### src/hw/rtl/qcosf_pkg.sv
// Shared constants, register index codes and helpers for the quad corner
// order and scale filter. No dependencies.
package qcosf_pkg;

   localparam int RATIO_W   = 16;   // Q4.12 ratio register width
   localparam int SIZE_W    = 13;   // image size register width
   localparam int CSR_IDX_W = 2;
   localparam int LANES     = 8;    // tl/tr/br/bl x, then tl/tr/br/bl y
   localparam int MIN_SIDE  = 5;    // edge with either delta >= this always passes
   localparam int MIN_SQ    = 25;

   typedef enum logic [CSR_IDX_W-1:0] {
      CSR_RATIO_W = 2'd0,
      CSR_RATIO_H = 2'd1,
      CSR_IMG_W   = 2'd2,
      CSR_IMG_H   = 2'd3
   } csr_index_type;

   // tests whether the squared length of a short edge, both deltas below MIN_SIDE, is below MIN_SQ
   function automatic logic sq_small(input logic [2:0] dx, input logic [2:0] dy);
      logic [6:0] sq;
      sq = 7'(dx) * 7'(dx) + 7'(dy) * 7'(dy);
      return sq < 7'(MIN_SQ);
   endfunction

endpackage

### src/hw/rtl/qcosf_front.sv
// Front end: stable sort of four corners by x, then y order inside the left
// and right pairs. Pure logic ahead of the queue. Uses qcosf_pkg.
module qcosf_front #(
   parameter int COORD_BITS = 12
) (
   input  logic [3:0][COORD_BITS-1:0]               x,
   input  logic [3:0][COORD_BITS-1:0]               y,
   output logic [qcosf_pkg::LANES-1:0][COORD_BITS-1:0] lanes
);
   import qcosf_pkg::*;

   logic [3:0][1:0]            rank;
   logic [3:0][COORD_BITS-1:0] sx, sy;
   logic                       swap_l, swap_r;

   // rank: earlier points with x <= own go first, later ones only when x < own
   always_comb begin
      for (int i = 0; i < 4; i++) begin
         rank[i] = '0;
         for (int j = 0; j < 4; j++) begin
            if (j < i && x[j] <= x[i]) rank[i] = rank[i] + 2'd1;
            if (j > i && x[j] <  x[i]) rank[i] = rank[i] + 2'd1;
         end
      end
      sx = '0;
      sy = '0;
      for (int p = 0; p < 4; p++) begin
         for (int i = 0; i < 4; i++) begin
            if (rank[i] == 2'(p)) begin
               sx[p] = x[i];
               sy[p] = y[i];
            end
         end
      end
      swap_l = sy[0] > sy[1];
      swap_r = sy[2] > sy[3];
      // tl, tr, br, bl
      lanes[0] = swap_l ? sx[1] : sx[0];
      lanes[1] = swap_r ? sx[3] : sx[2];
      lanes[2] = swap_r ? sx[2] : sx[3];
      lanes[3] = swap_l ? sx[0] : sx[1];
      lanes[4] = swap_l ? sy[1] : sy[0];
      lanes[5] = swap_r ? sy[3] : sy[2];
      lanes[6] = swap_r ? sy[2] : sy[3];
      lanes[7] = swap_l ? sy[0] : sy[1];
   end

endmodule

### config.mk
export PLATFORM = sky130hd
export DESIGN_NAME = qcosf_front
export DESIGN_NICKNAME = d
export VERILOG_FILES = /design/src/hw/rtl/qcosf_pkg.sv /design/src/hw/rtl/qcosf_front.sv
export SDC_FILE = /design/constraint.sdc
export NUM_CORES = 1
export LEC_CHECK = 0
export ABC_AREA = 1
export CORE_ASPECT_RATIO = 0.7
export CORE_MARGIN = 10
export CORE_UTILIZATION = 60
export DETAILED_ROUTE_END_ITERATION = 10
export DONT_BUFFER_PORTS = 1
export GPL_ROUTABILITY_DRIVEN = 0
export PLACE_DENSITY_LB_ADDON = 0.08
export SYNTH_ARGS = -nofsm -noshare
export SYNTH_HDL_FRONTEND = slang
export SYNTH_SLANG_ARGS = --single-unit
### constraint.sdc
create_clock -name vclk -period 13.05
set_input_delay 1.305 -clock vclk [all_inputs]
set_output_delay 1.305 -clock vclk [all_outputs]
set_load 0.05 [all_outputs]
==> results by group <==
Cells and area
  – Clock buf count: 0
  – Fin nets: 2,027
  – # diodes: 0
  – Seq_cells: 0
  – Non-Filler Instances: 2,016
  – Area Growth Syn to Fin: -2.902%
  – Final Cell Area: 8835 um2
  – Sequential cell area: 0 um2
  – Final core occ: 0.5982
  – Share of cells above drive strength 1: 0.03624

Setup path
  – WP data arrival: 8370 ps
  – CP Capture Type: output port
  – Most common cell on crit path: nand2_1
  – Startpoint Class: primary input
  – Worst-path fanout max: 50
  – CP required: 11,740 ps
  – Slowest cell delay on critical path: 950 ps
  – Crit path kind: in2out
  – Slowest stage cell, crit path: nand2_1

Yosys
  – Top cell type's share of synthesized area: 0.4059
  – Syn nets: 2,110
  – Distinct cells, synth: 35
  – Synthesis Warnings: 0
  – Synth Cell Area: 9099 um2
  – Synth area leaders: nand2_1, ha_1, nand3_1
  – Syn Inst Count: 1,906
  – Post-synthesis average cell area: 4.774 um2
  – Seq/Total Area, Yosys: 0
  – Cell with the most instances after synthesis: nand2_1
  – Post-synth top area cell: nand2_1
  – Synth cell count leaders: nand2_1, inv_1, nand3_1

Floorplan
  – Die X: 167.2 um
  – Top Ports: 192
  – DIE HEIGHT: 123.0 um
  – Initial cell density of the core: 0.6161
  – Core box area: 14,770 um2
  – DIE AREA: 20,570 um2
  – Placement row count: 37

Timing
  – Final slew viol count: 0
  – Slew @ Worst Pin: 1307 ps
  – RSZ-0062 raised after global routing: false
  – Endpoints failing hold: 0
  – Max Fclk: 0.1034 GHz
  – Final min period: 9671 ps
  – Final period util: 0.7411
  – Final setup TNS: 0 ps
  – Rel. slew slack: 0.1277
  – Final setup violating endpoints: 0

Detailed routing
  – Iter 0 DRT Violations: 1,971
  – Post-Route M1 WL: 15.24 mm
  – First-pass DRT Iterations: 6
  – WL met3: 8.625 mm
  – Post-route ant nets: 0
  – Via count: 11,630
  – Uppermost routed layer: met4
  – DRC violations left: 0
  – Met2 WL: 14.29 mm
  – Total wire length: 39.06 mm
  – Vias per cell: 5.769
  – Average wire per standard cell: 19.37 um

Clocking
  – Buffer count from post-CTS setup fixing: 0
  – Quantity of gates resized following cts: 0
  – Post-CTS Hold Buffers: 0

Placement
  – Port-buffer cells: 0
  – Area after DPL: 8835 um2
  – Dpl cells: 2,016
  – HPWL Detailed: 28.97 mm

Run
  – MaxCap Viol Count: 0

GRT
  – Vias in the first global route: 10,060
  – First-pass GRT wire length: 59.58 mm
  – All-Layer GR Usage: 0.3567
  – Total grt overflow: 0
  – Largest net degree at the start of global routing: 53
  – Initial antenna violation count: 0

Run status
  – Status: completed

Hold path
  – Worst Hold Class: in2out
-- layer usage --
metal,track usage,up-vias
li1,-,5608
met1,0.4813,4912
met2,0.4720,1013
met3,0.2118,97
met4,0.07050,0
met5,0,-
-- final timing paths --
check	endpoint	start	slack [ps]	depth (start not counted)
setup / recovery	lanes[66]	x[23]	3380	30
hold / removal	lanes[26]	x[38]	3060	4
-- worst max-delay path, delay by kind of cell --
family | cells | cell delay, ps
AO/OA/AOI/OAI | 3 | 740
AND/OR/NAND/NOR | 15 | 3820
buffers and inverters | 9 | 1480
adder cells (fa/ha/maj) | 3 | 950
-- cells by family after synthesis --
group	share of synthesized area
AOI/OAI and AO/OA	0.04002
xor gates and xnor gates	0.003576
adders and majority gates	0.1485
buffers and inverters	0.1971
and+or+nand+nor	0.6108
-- layout by cell type (no fill, tap or decap), types with 3 or more instances in the layout --
cell type,instances
nor2_4,5
a21oi_1,38
inv_1,311
nand2_1,984
nand2_4,7
o22ai_1,3
ha_1,108
nand3_1,261
inv_2,8
nor3_1,6
o21a_1,5
nand3b_1,3
buf_4,8
o21ai_0,7
nand3_2,3
nand2_2,24
nor2_1,15
nand4_1,3
-- layout make-up --
type,count,area [um2]
multi-input combinational,1494,7333
fill,1649,5933
inverter,319,1197
tap,195,244.0
timing repair buffer,8,60.06
-- metrics by stage --
stage | hold slack [ps] | worst slack (ps)
floorplan | 3033 | 6124
global placement | 3062 | 3890
detailed placement | 3062 | 3834
CTS | 3062 | 3807
global route | 3079 | 3047
finish | 3059 | 3379
Power is left out: the tool's default activity adds up to more than one toggle a clock period on the data nets, which glitch-free logic cannot reach.
