--- src/hw/rtl/qcosf_pkg.sv ---
// Shared constants, register index codes and helpers for the quad corner
// order and scale filter. No dependencies.
package qcosf_pkg;

   localparam int RATIO_W   = 16;   // Q4.12 ratio register width
   localparam int SIZE_W    = 13;   // image size register width
   localparam int CSR_IDX_W = 2;
   localparam int LANES     = 8;    // tl/tr/br/bl x, then tl/tr/br/bl y
   localparam int MIN_SIDE  = 5;    // edge with either delta >= this always passes
   localparam int MIN_SQ    = 25;

   typedef enum logic [CSR_IDX_W-1:0] {
      CSR_RATIO_W = 2'd0,
      CSR_RATIO_H = 2'd1,
      CSR_IMG_W   = 2'd2,
      CSR_IMG_H   = 2'd3
   } csr_index_type;

   // tests whether the squared length of a short edge, both deltas below MIN_SIDE, is below MIN_SQ
   function automatic logic sq_small(input logic [2:0] dx, input logic [2:0] dy);
      logic [6:0] sq;
      sq = 7'(dx) * 7'(dx) + 7'(dy) * 7'(dy);
      return sq < 7'(MIN_SQ);
   endfunction

endpackage

--- src/hw/rtl/qcosf_queue.sv ---
// Two-word queue between the sorting front end and the scaling back end.
// Uses qcosf_pkg.
module qcosf_queue #(
   parameter int WIDTH = 96
) (
   input  logic             clock,
   input  logic             reset,
   input  logic             push,
   input  logic [WIDTH-1:0] wdata,
   output logic             full,
   input  logic             pop,
   output logic             empty,
   output logic [WIDTH-1:0] rdata
);
   import qcosf_pkg::*;

   logic [WIDTH-1:0] mem_ff [2];
   logic             wptr_ff, wptr_in, rptr_ff, rptr_in;
   logic [1:0]       cnt_ff, cnt_in;
   logic             do_push, do_pop;

   assign full    = cnt_ff == 2'd2;
   assign empty   = cnt_ff == 2'd0;
   assign rdata   = mem_ff[rptr_ff];
   assign do_push = push && !full;
   assign do_pop  = pop && !empty;

   always_comb begin
      wptr_in = wptr_ff ^ do_push;
      rptr_in = rptr_ff ^ do_pop;
      cnt_in  = cnt_ff + 2'(do_push) - 2'(do_pop);
   end

   always_ff @(posedge clock) begin
      if (reset) begin
         wptr_ff <= 1'b0;
         rptr_ff <= 1'b0;
         cnt_ff  <= '0;
      end else begin
         wptr_ff <= wptr_in;
         rptr_ff <= rptr_in;
         cnt_ff  <= cnt_in;
      end
      if (do_push) mem_ff[wptr_ff] <= wdata;
   end

endmodule

--- config.mk ---
export PLATFORM = sky130hd
export DESIGN_NAME = qcosf_queue
export DESIGN_NICKNAME = d
export VERILOG_FILES = /design/src/hw/rtl/qcosf_pkg.sv /design/src/hw/rtl/qcosf_queue.sv
export SDC_FILE = /design/constraint.sdc
export NUM_CORES = 1
export LEC_CHECK = 0
export BUFFER_PORTS_ARGS = -buffer_cell sky130_fd_sc_hd__buf_2
export CAP_MARGIN = 20
export CORE_MARGIN = 2
export CORE_UTILIZATION = 52
export DETAILED_ROUTE_END_ITERATION = 16
export PLACE_DENSITY = 0.81
export SLEW_MARGIN = 20
export SYNTH_ARGS = -nofsm -noshare
export SYNTH_HDL_FRONTEND = slang
export SYNTH_SLANG_ARGS = --single-unit
export TNS_END_PERCENT = 50
--- constraint.sdc ---
create_clock -name clock -period 4.4 [get_ports clock]
set_clock_uncertainty 0.1 [all_clocks]
set_input_delay 0.88 -clock clock [delete_from_list [all_inputs] [get_ports clock]]
set_output_delay 0.88 -clock clock [all_outputs]
set_load 0.01 [all_outputs]
==> flow_summary.yaml <==
outcome:
  outcome: "finished, final reports clean"
placement:
  routabilityCongestion: 0.7290
  portBuffers: 197
  hpwl_um: 8566
sta:
  finalCritPeriodShare: 0.7174
  max_slew_margin: 0.4129
  finalSetupTns_ns: 0
  hold_viol: 0
  fmax_mhz: 316.8
  drv_slew: 0
  final.min_clock_period_ns: 3.156
  rsz0062_at_grt: "false"
  setup_viol: 0
  worst_pin_slew_ns: 0.8806
routing:
  via_per_inst: 5.050
  first_iter_violations: 202
  antenna_left: 0
  wl_per_cell_um: 17.57
  drcViolationCount: 0
  drtPass1Iterations: 5
  vias: 3661
  drt_wl_total_um: 12740
yosys:
  ys_ff_latch: 196
  ys_types: 16
  syn_inst: 322
  syn_avg_cell_area_um2: 22.47
  synth_area_leaders: "edfxtp_1, mux2_2, mux2_4, dfxtp_1, ha_1"
  syn_area_um2: 7236
  synth_top_area_frac: 0.7968
  synth_largest_area_cell: "edfxtp_1"
  synth_fp_nets: 426
  yosysSeqAreaShare: 0.8079
  ys.warnings.count: 0
min_path:
  min_path_type: "reg -> reg"
finish:
  syn2layout_area_growth_pct: 24.52
  fill_cells: 938
  utilization: 0.6567
  final_cell_mix: "buf_2, edfxtp_1, mux2_2, mux2_4, clkbuf_16"
  drive_gt1_frac: 0.6103
  layout_commonest_cell: "buf_2"
  final_nets: 636
global_route:
  grt-ovfl-total: 0
  grt_antenna_before_repair: 1
  grt_pass1_vias: 3689
  grt_max_degree: 61
  grt.total_usage: 0.1702
  grt_pass1_wl_um: 18550
floorplanning:
  core_um2: 13720
  dieArea_um2: 14870
  pin_count: 198
  rows: 43
  dieWidth_um: 122.0
  initial_core_util: 0.5274
  dieHeight_um: 122.0
pwr:
  ir_drop_v: 0.0003080
  p_per_area_nw_per_um2: 564.9
  leakagePower_uw: 0.003406
cts:
  cts_setup_buffers: 0
  max-clock-path-buffers: 2
  htreeDepth: 4
  clock_sinks: 196
  cts_inserted_buffers: 17
  cts_root_buf: "clkbuf_16"
  clk_pin_slew_ns: 0.07
  cts_tree: "yes"
  worstSkewPairLatency_ns: 0.42
  holdBufCountCts: 0
  cts_resized: 0
run:
  drv_cap: 0
worst_setup_path:
  critical_path_class: "reg -> out"
  critPathLaunchType: "flip-flop"
  cp_slowest_cell: "dfxtp_4"
  path_max_fanout: 53
  cpPeakStageDelay_ns: 0.77
  cp.arrival_ns: 2.18
  cp_cell_sequence: "buf_12, mux2_2, buf_2"
  crit_path_end_kind: "primary output"
  crit_required_ns: 3.42
==> cell usage after synthesis <==
master / count
buf_8: 2
nand2b_1: 1
mux2_2: 77
edfxtp_1: 192
and2_1: 1
inv_1: 3
dfxtp_1: 4
o21a_1: 1
mux2_4: 20
ha_1: 4
nor2b_1: 2
xnor3_1: 1
nor2_1: 4
buf_2: 7
nand2_1: 1
buf_6: 2
==> worst max-delay path: cells and delay by family, from the launching register on <==
kind	cells	cell delay, ns
flip-flops	1	0.77
multiplexers	1	0.39
buffers and inverters	2	0.50
==> layout make-up <==
cell class	instances	area, um2	share of cell area
inverter	3	11.26	0.001250
sequential	196	5849	0.6492
multi-input combinational	112	1316	0.1461
clock inverter	14	143.9	0.01597
timing repair buffer	202	1036	0.1150
clock buffer	17	425.4	0.04722
tap	180	225.2	0.02500
antenna	1	2.502	0.0002777
==> logic make-up after synthesis <==
family | count (synthesis) | share of synthesized area
DFF | 196 | 0.8079
muxes | 97 | 0.1613
buffers and inverters | 14 | 0.01366
and+or+nand+nor | 9 | 0.006052
adders and majority gates | 4 | 0.006917
AOI/OAI and AO/OA | 1 | 0.001038
xor gates and xnor gates | 1 | 0.003112
==> through the flow <==
stage          cell area, um2  instances  setup WS [ns]  power, uW  hold slack (ns)
2_1_floorplan            7236        322         0.5435       3253           0.4321
3_3_place_gp             8438        693          1.620       3631           0.5103
3_5_place_dp             8438        693          1.567       3673           0.5345
4_1_cts                  9007        724          1.229       5143           0.5239
5_1_grt                  9007        724          1.164       5307           0.5241
6_report                 9010        725          1.244       5089           0.5381
==> sequential cells by signal, indices dropped and copies added, names as in the netlist <==
signal and flops:
mem_ff 192, cnt_ff 2, rptr_ff 1, wptr_ff 1
==> worst paths after layout <==
kind | startpoint | endpoint | slack [ns] | cells after the start
worst min register to register | wptr_ff | wptr_ff | 0.54 | 3
worst max-delay path | rptr_ff | rdata[74] | 1.24 | 3
worst max register to register | cnt_ff[0] | mem_ff[0][16] | 2.05 | 4
worst min-delay path | wptr_ff | wptr_ff | 0.54 | 3
==> per-layer routing <==
layer,track usage,part of all wire
met1,0.1964,0.38
met2,0.2874,0.51
met3,0.05524,0.076
met4,0.08261,0.030
met5,0,0.0013
==> report_power, final <==
part / internal (uW) / switching, uW
sequential: 2370 / 113
clock: 796 / 676
combinational: 561 / 574
total: 3730 / 1360
No activity file was read; power rests on OpenSTA's default activity.
